===== src/hw/rtl/aavr_pkg.sv =====
// Package for the axis-angle vector rotator: payload types, CORDIC constants
// and the arctangent table. No dependencies.
`default_nettype none
package aavr_pkg;

  localparam int CORDIC_STAGES = 16;
  localparam int ATAN_ENTRIES  = 24;
  localparam int NUM_STAGES    = (CORDIC_STAGES < ATAN_ENTRIES) ? CORDIC_STAGES : ATAN_ENTRIES;
  localparam int SIDX_W        = (NUM_STAGES > 1) ? $clog2(NUM_STAGES) : 1;

  localparam logic signed [33:0] PI30       = 34'sd3373259426;
  localparam logic signed [33:0] HALF_PI30  = 34'sd1686629713;
  localparam logic signed [33:0] GAIN30     = 34'sd652032874;
  localparam logic signed [33:0] ONE24      = 34'sd16777216;

  typedef struct packed {
    logic signed [31:0] vec_x;
    logic signed [31:0] vec_y;
    logic signed [31:0] vec_z;
    logic signed [15:0] axis_x;
    logic signed [15:0] axis_y;
    logic signed [15:0] axis_z;
    logic signed [15:0] angle;
  } in_item_t;

  typedef struct packed {
    logic signed [31:0] rot_x;
    logic signed [31:0] rot_y;
    logic signed [31:0] rot_z;
  } out_item_t;

  // Rotation state carried from cell to cell.
  typedef struct packed {
    logic signed [33:0] x;
    logic signed [33:0] y;
    logic signed [33:0] z;
  } cordic_t;

  function automatic logic signed [33:0] atan30(input logic [SIDX_W-1:0] i);
    logic signed [33:0] r;
    case (i)
      0: r = 34'sh03243F6A8;  1: r = 34'sh01DAC6705;  2: r = 34'sh00FADBAFC;
      3: r = 34'sh007F56EA6;  4: r = 34'sh003FEAB76;  5: r = 34'sh001FFD55B;
      6: r = 34'sh000FFFAAA;  7: r = 34'sh0007FFF55;  8: r = 34'sh0003FFFEA;
      9: r = 34'sh0001FFFFD; 10: r = 34'sh0000FFFFF; 11: r = 34'sh00007FFFF;
      12: r = 34'sh00003FFFF; 13: r = 34'sh00001FFFF; 14: r = 34'sh00000FFFF;
      15: r = 34'sh000007FFF; 16: r = 34'sh000003FFF; 17: r = 34'sh000001FFF;
      18: r = 34'sh000000FFF; 19: r = 34'sh0000007FF; 20: r = 34'sh0000003FF;
      21: r = 34'sh0000001FF; 22: r = 34'sh0000000FF; 23: r = 34'sh00000007F;
      default: r = '0;
    endcase
    return r;
  endfunction

endpackage
`default_nettype wire


===== src/hw/rtl/aavr_cordic_cell.sv =====
// One CORDIC rotation cell of the sine/cosine chain.
// Depends on aavr_pkg.
`default_nettype none
module aavr_cordic_cell (
  input  wire                          clk,
  input  wire                          en,
  input  wire  [aavr_pkg::SIDX_W-1:0]  idx,
  input  aavr_pkg::cordic_t            din,
  output aavr_pkg::cordic_t            dout
);
  import aavr_pkg::*;

  cordic_t nxt;
  logic signed [33:0] ys, xs, at;

  always_comb begin
    ys = din.y >>> idx;
    xs = din.x >>> idx;
    at = atan30(idx);
    if (!din.z[33]) begin
      nxt.x = din.x - ys;
      nxt.y = din.y + xs;
      nxt.z = din.z - at;
    end else begin
      nxt.x = din.x + ys;
      nxt.y = din.y - xs;
      nxt.z = din.z + at;
    end
  end

  always_ff @(posedge clk) begin
    if (en) dout <= nxt;
  end
endmodule
`default_nettype wire


===== config.mk =====
export PLATFORM = sky130hd
export DESIGN_NAME = aavr_cordic_cell
export DESIGN_NICKNAME = d
export VERILOG_FILES = /design/src/hw/rtl/aavr_pkg.sv /design/src/hw/rtl/aavr_cordic_cell.sv
export SDC_FILE = /design/constraint.sdc
export NUM_CORES = 1
export LEC_CHECK = 0
export ABC_AREA = 1
export BUFFER_PORTS_ARGS = -buffer_cell sky130_fd_sc_hd__buf_2
export CAP_MARGIN = 0
export CORE_UTILIZATION = 41
export CTS_BUF_LIST = sky130_fd_sc_hd__clkbuf_16
export DETAILED_ROUTE_END_ITERATION = 8
export PLACE_DENSITY = 0.63
export SYNTH_ARGS = -nofsm -noshare
export SYNTH_HDL_FRONTEND = slang
export SYNTH_SLANG_ARGS = --single-unit

===== constraint.sdc =====
create_clock -name clk -period 6.48 [get_ports clk]
set_clock_uncertainty 0.05 [all_clocks]
set_input_delay 0.324 -clock clk [delete_from_list [all_inputs] [get_ports clk]]
set_output_delay 0.324 -clock clk [all_outputs]
set_load 0.02 [all_outputs]

======== Yosys cells after proc, flatten, opt, wreduce, memory -nomap -nowiden ========
Memory sizes are Yosys's and may differ from the RTL's.
Index checks and enable logic that the tools add are counted.
storage, ports and cells
  bits in registers ....................... 102
  bits in read-only memories .............. 480
  input bits .............................. 108
  word-level logic and storage cells ...... 13
  memories kept ........................... 1
memory list
  name              depth  bits a word  rd ports  clocked after Yosys merged registers in  write ports  line            RTL
  (name not given)  16     30           1         0                                        0            aavr_pkg.sv:41  case (i)
operators by class
  add/subtract/negate cells ............... 6
  shifts and indexed selects .............. 2
  muxes and demuxes ....................... 1
operators by type and width
  kind                                            count
  34-bit adder                                    3
  102-bit two-way mux                             1
  34-bit subtractor                               3
  34-bit by 4-bit >>> shifter with 34-bit output  2

======== Depth between registers and ports, before layout ========
Gate-level depths: netlist (run 1).
  depth in word-level cells ............... 3
  depth in mapped cells ................... 32
  gate-level depth less buffers ........... 30

======== Worst setup path after synthesis (run 1) ========
Ideal clock, no wire load.
  kind .................................... in2reg
  start ................................... input port idx[1] (netlist name)
  end ..................................... register dout[24] (netlist name), data pin
  setup time .............................. 0.265 ns
  arrival time ............................ 3.780 ns
  data required time ...................... 6.165 ns
  slack ................................... 2.385 ns
  stages on the path ...................... 25
  path through ............................ buf_4 -> clkinv_2 -> buf_4 -> buf_4 -> ha_1 -> inv_1 -> nor2_1 -> inv_1 -> o22ai_1 -> ha_1 -> nand3_1 -> o31ai_1 -> xnor2_1 -> ha_1 -> nand2_1 -> inv_1 -> a21oi_1 -> nand2_1 -> a21oi_1 -> inv_1 -> nand2_1 -> nand2_1 -> a21boi_0 -> o21ai_0 -> xor2_1
RTL lines
  element               line                    RTL
  from (decl)           aavr_cordic_cell.sv:7   input wire [aavr_pkg::SIDX_W-1:0] idx,
  to (signal assigned)  aavr_cordic_cell.sv:32  if (en) dout <= nxt;
  to (decl)             aavr_cordic_cell.sv:9   output aavr_pkg::cordic_t dout

==> results_dict.tcl, run 1 <==
set metrics [dict create \
    htreeDepth 3 \
    p_int_mw 2.06 \
    cp_common_cell "nand2_1" \
    slew_violations 0 \
    reg.largest.list "dout (102)" \
    netlist_instances 2339 \
    rsz0062_at_grt "false" \
    worst_setup_path_end_kind "flop" \
    grt.total_usage_pct 28.3 \
    hpwl_mm 43.6 \
    top_register "dout" \
    fin_cells 2972 \
    setup_violations 0 \
    post-place-ws_ns 0.565 \
    top_level_ports 210 \
    via_per_inst 5.47 \
    cts_sinks 102 \
    route.detailed.drc 0 \
    drive_above_1_share_pct 13.0 \
    die_h_um 192 \
    path_class "primary input to flop" \
    synth-async-reset-ratio_pct 0 \
    synth_flop_cell "edfxtp_1" \
    drtIter0Drc 1500 \
    dr_total_vias 16300 \
    utilization_pct 46.4 \
    drv_cap 0 \
    synth_area_leaders "edfxtp_1 21%, nand2_1 18%, nand3_1 11%" \
    synth_top_area_cell "edfxtp_1" \
    power.share.combinational_pct 56.3 \
    cp_top_family "simple AND/OR/NAND/NOR gates" \
    antenna_left 0 \
    hold_ws_ns 0.215 \
    power_switching_mw 1.74 \
    core-area_mm2 0.0355 \
    die_w_um 192 \
    cpPeakStageDelay_ns 0.60 \
    cp_slowest_cell "buf_2" \
    tritoncts "yes" \
    ys_warn_count 0 \
    fin_tns_setup_ns 0 \
    die_area_mm2 0.0368 \
    routed_wl_mm 52.6 \
    ys_top_cells_by_count "726 x nand2_1, 330 x nand3_1, 201 x inv_1, 184 x nor2_1, 150 x a21oi_1" \
    finalCriticalPeriod_ns 5.73 \
    grt-ovfl-total 0 \
    grt_max_degree 71 \
    holdBufCountCts 0 \
    status "complete, no violations" \
    grt_first_pass_wirelength_mm 80.4 \
    synth_seq_cells 102 \
    post_cts_buffers 0 \
    crit_required_ns 6.57 \
    hold_viol 0 \
    row_count 69 \
    wire_per_inst_um 17.7 \
    powerDensity_mw_per_mm2 231 \
    num-nets-final 2726 \
    synth.distinct_cells 47 \
    gp_congestion 0.954 \
    clock-root-buffer "clkbuf_16" \
    max_slew.worst_pin.slew_ns 0.850 \
    clock.fmax_mhz 174 \
    seqPwrFrac_pct 26.9 \
    final.period_utilization_pct 88.5 \
    syn-num-nets 2560 \
    areaGrowthSynthToFinish_pct 11.4 \
    syn_avg_cell_area_um2 6.32 \
    cts-buffers-inserted 9 \
    n_fill_cell 3842 \
    critPathBufInv 5 \
    cts_buffer_depth 2 \
    clock_power_share_pct 16.9 \
    cts_resized 0 \
    cts.reportedPaths.clkPinSlew_ns 0.07 \
    path_max_fanout 38 \
    slew_headroom_pct 43.3 \
    ir_worst_vdd_v 0.000146 \
    hp-class "primary input to flop" \
    sw_frac_of_total_pct 45.8 \
    final_area_mm2 0.0165 \
    largest_reg_flops 102 \
    port_buffers 209 \
    synth_area_mm2 0.0148 \
    leakagePower_nw 8.10 \
    grt_pass1_vias 15000 \
    placed_cells 2955 \
    p_total_mw 3.80 \
    synth_edf_count 102 \
    startpoint_type "primary input" \
    worstPathArrival_ns 5.82 \
    place_area_mm2 0.0161 \
    netlist.area_leader.share_pct 20.7 \
    synth_most_common_cell "nand2_1" \
    drt-pass1-iter-count 5 \
    ys_seq_area_share_pct 20.7 \
    setup_ws_ns 0.747 \
    antenna_found_initial 0 \
    start_util_pct 41.7 \
]
power groups by stage:
stage                     combinational [mW]  clock [mW]  sequential (mW)
after CTS                               2.13       0.661             1.03
after detailed placement                2.11           0             1.04
final                                   2.14       0.641             1.02
after global placement                  2.11           0             1.03
after floorplan                         1.27           0             1.27
after global routing                    2.37       0.678             1.04
cells in the final DEF (no fill, tap or decap), types with 4 or more instances in the layout:
cell type | synthesis | routed
inv_1 | 201 | 201
nand3_1 | 330 | 330
o21bai_1 | 12 | 12
buf_4 | 9 | 18
xnor2_1 | 46 | 46
a31oi_1 | 10 | 10
nor2_1 | 184 | 184
o2111ai_1 | 5 | 5
clkbuf_16 | 0 | 9
a21boi_0 | 10 | 10
nand2_1 | 726 | 726
inv_2 | 12 | 13
nor4_1 | 10 | 10
o21ai_2 | 5 | 5
nand4_1 | 20 | 20
a221oi_1 | 5 | 5
o21ai_0 | 86 | 86
o21a_1 | 4 | 4
nand3b_1 | 4 | 4
nor2_4 | 5 | 5
a21o_1 | 12 | 12
nand2_2 | 21 | 21
a21oi_2 | 4 | 4
nand3_2 | 9 | 9
nor2_2 | 23 | 23
nor3_1 | 18 | 18
o211ai_1 | 5 | 5
edfxtp_1 | 102 | 102
ha_1 | 110 | 110
o21ai_1 | 5 | 5
and2_1 | 4 | 4
xor2_1 | 111 | 111
a21oi_1 | 150 | 150
buf_2 | 27 | 208
area by class of cell:
type	count	area (um2)	area share (%)
Sequential cell	102	3060	18.6
Multi-Input combinational cell	1951	10500	63.8
Inverter	215	811	4.92
Timing Repair Buffer	226	1180	7.14
Clock inverter	7	114	0.692
Clock buffer	9	225	1.37
Antenna cell	1	2.50	0.0152
Tap cell	461	577	3.50
cells by family after synthesis:
family                     synth area share, %
adders and majority gates                 9.72
DFF                                       20.7
xor gates and xnor gates                  9.30
AOI/OAI and AO/OA                         12.3
buffers and inverters                     8.26
and+or+nand+nor                           39.7
path summary, 6_finish.rpt:
check,endpoint,slack [ns],startpoint,cells after the start
min,dout[68]$_DFFE_PP_,0.22,din[68],2
max,dout[67]$_DFFE_PP_,0.75,idx[2],28
metal layers:
| metal | track usage [%] | vias up | wire length, um |
|---|---|---|---|
| li1 | - | 8142 | - |
| met1 | 39.9 | 7458 | 24700 |
| met2 | 44.1 | 590 | 22900 |
| met3 | 3.29 | 65 | 3370 |
| met4 | 10.3 | 0 | 1620 |
| met5 | 0 | - | 0 |
Power figures use the tool's default switching activity.
==> run 2: changes to the inputs <==
--- a/config.mk
+++ b/config.mk
@@ -8,10 +8,10 @@
 export ABC_AREA = 1
 export BUFFER_PORTS_ARGS = -buffer_cell sky130_fd_sc_hd__buf_2
 export CAP_MARGIN = 0
-export CORE_UTILIZATION = 41
+export CORE_UTILIZATION = 30
 export CTS_BUF_LIST = sky130_fd_sc_hd__clkbuf_16
 export DETAILED_ROUTE_END_ITERATION = 8
-export PLACE_DENSITY = 0.63
+export PLACE_DENSITY = 0.5
 export SYNTH_ARGS = -nofsm -noshare
 export SYNTH_HDL_FRONTEND = slang
 export SYNTH_SLANG_ARGS = --single-unit
==> constraint.sdc (replaced) <==
create_clock -name clk -period 6.48 [get_ports clk]
set_clock_uncertainty 0.05 [all_clocks]
set_input_delay 0.324 -clock clk [delete_from_list [all_inputs] [get_ports clk]]
set_output_delay 0.324 -clock clk [all_outputs]
set_load 0.005 [all_outputs]
==> run 2 against run 1 <==
Effect of this change: clock power shrank 14%; die area grew 36%; via count shrank 1.2%; first-iteration DRC count down 18%; sequential cell count is the same; critical path type unchanged; critical endpoint unchanged.
==> results_dict.tcl, run 2 (same netlist as run 1, synthesis figures left out) <==
set metrics [dict create \
    mostFrequentLayoutCell "nand2_1" \
    top_register "dout" \
    final_cell_mix "726 x nand2_1, 330 x nand3_1, 208 x buf_2, 200 x inv_1, 184 x nor2_1" \
    areaGrowthSynthToFinish_pct 12.7 \
    cts-buffers-inserted 9 \
    wire_per_inst_um 17.4 \
    drv_cap 0 \
    cp_common_cell "nand2_1" \
    hpwl_mm 46.6 \
    status "complete, no violations" \
    grt_pass1_vias 15100 \
    hold-path-endpoint "dout[68]$_DFFE_PP_" \
    power_switching_mw 1.58 \
    final.period_utilization_pct 83.6 \
    dr_total_vias 16100 \
    antenna_left 0 \
    hold_viol 0 \
    sw_frac_of_total_pct 44.9 \
    top_level_ports 210 \
    routed_wl_mm 55.2 \
    reg.largest.list "dout (102)" \
    setup_violations 0 \
    drive_above_1_share_pct 13.0 \
    path_max_fanout 28 \
    clock_power_share_pct 15.7 \
    num-nets-final 2726 \
    placed_cells 3150 \
    die_area_mm2 0.0502 \
    place_area_mm2 0.0164 \
    grt_first_pass_wirelength_mm 85.2 \
    via_per_inst 5.07 \
    final_area_mm2 0.0167 \
    min_delay_path_depth 2 \
    n_antenna_cell 0 \
    antenna_found_initial 0 \
    grt-ovfl-total 0 \
    seqPwrFrac_pct 29.0 \
    post_cts_buffers 0 \
    rsz0062_at_grt "false" \
    cp_top_family "simple AND/OR/NAND/NOR gates" \
    critPathBufInv 5 \
    clock.fmax_mhz 185 \
    tritoncts "yes" \
    fin_tns_setup_ns 0 \
    max_slew.worst_pin.slew_ns 0.806 \
    crit_chain "buf_2, inv_2, nor2_2, buf_4, nand3_1, nand3_1, a21oi_2, ha_1, inv_1, nor3_2, nand3_2, o21ai_2, nand2_1, xor2_1, ha_1, nand2_1, nor2_1, inv_1, nor4_1, o21ai_0, nand2_1, a31oi_1, nand3_1, nand2_1" \
    leakagePower_nw 8.08 \
    htreeDepth 3 \
    drt-pass1-iter-count 7 \
    route.detailed.drc 0 \
    grt_max_degree 71 \
    cts_sinks 102 \
    cts.reportedPaths.clkPinSlew_ns 0.08 \
    gp_congestion 0.891 \
    cpPeakStageDelay_ns 0.50 \
    worstHoldStart "din[68]" \
    slew_violations 0 \
    cts_resized 0 \
    grt.total_usage_pct 22.0 \
    setup_ws_ns 1.07 \
    ir_worst_vdd_v 0.000136 \
    startpoint_type "primary input" \
    die_w_um 224 \
    row_count 80 \
    slew_headroom_pct 46.3 \
    path_class "primary input to flop" \
    worstPathArrival_ns 5.53 \
    cts_buffer_depth 2 \
    post-place-ws_ns 0.813 \
    crit_required_ns 6.60 \
    clock-root-buffer "clkbuf_16" \
    largest_reg_flops 102 \
    start_util_pct 30.7 \
    hp-class "primary input to flop" \
    holdBufCountCts 0 \
    port_buffers 209 \
    worst_setup_path_end_kind "flop" \
    finalCriticalPeriod_ns 5.41 \
    power.share.combinational_pct 55.2 \
    fin_cells 3166 \
    core-area_mm2 0.0481 \
    powerDensity_mw_per_mm2 211 \
    cp_slowest_cell "nor4_1" \
    drtIter0Drc 1227 \
    die_h_um 224 \
    p_int_mw 1.94 \
]
-- run 2: cell types whose count changed in the layout (fill, tap and decap cells not counted), sizes merged --
cell,change
clkinvlp,-2
clkinv,+5
diode,-1
bufinv,-3
-- run 2: worst max path at each step --
| stage | slack, ns | cells past startpoint | startpoint | end |
|---|---|---|---|---|
| after floorplan | 2.39 | 25 | idx[1] | dout[24]$_DFFE_PP_ |
| after global placement | 0.71 | 24 | idx[2] | dout[67]$_DFFE_PP_ |
| after detailed placement | 0.81 | 24 | idx[2] | dout[67]$_DFFE_PP_ |
| after CTS | 1.27 | 24 | idx[2] | dout[67]$_DFFE_PP_ |
| after global routing | 0.65 | 25 | idx[2] | dout[67]$_DFFE_PP_ |
| final | 1.07 | 24 | idx[2] | dout[67]$_DFFE_PP_ |
-- run 2: cell type report --
class	count	area, um2
tap	656	821
multi-input combinational	1951	10500
clock inverter	7	58.8
clock buffer	9	225
inverter	215	811
timing repair buffer	226	1180
sequential	102	3060
fill	5426	31500
-- run 2: power by group through the flow --
stage                     clock (mW)  sequential [mW]  combinational (mW)
after floorplan                    0             1.06                1.27
after global placement             0             1.04                1.95
after detailed placement           0             1.04                1.94
after CTS                      0.582             1.03                1.95
after global routing           0.602             1.04                2.18
final                          0.554             1.02                1.95
-- run 2: routing by layer --
layer  up-vias  share of wire [%]  global-route usage, %
li1       8145                  -                      -
met1      7428                 48                   30.4
met2       433                 45                   35.2
met3        52                4.7                   2.82
met4         0                2.7                   7.25
met5         -                  0                      0
-- run 2: through the flow --
step | util, % | total power [mW] | hold slack (ns)
after floorplan | - | 2.34 | 0.386
after global placement | 34.0 | 2.99 | 0.589
after detailed placement | 34.0 | 2.98 | 0.587
after CTS | 34.6 | 3.56 | 0.155
after global routing | 34.6 | 3.82 | 0.186
final | 34.6 | 3.52 | 0.188
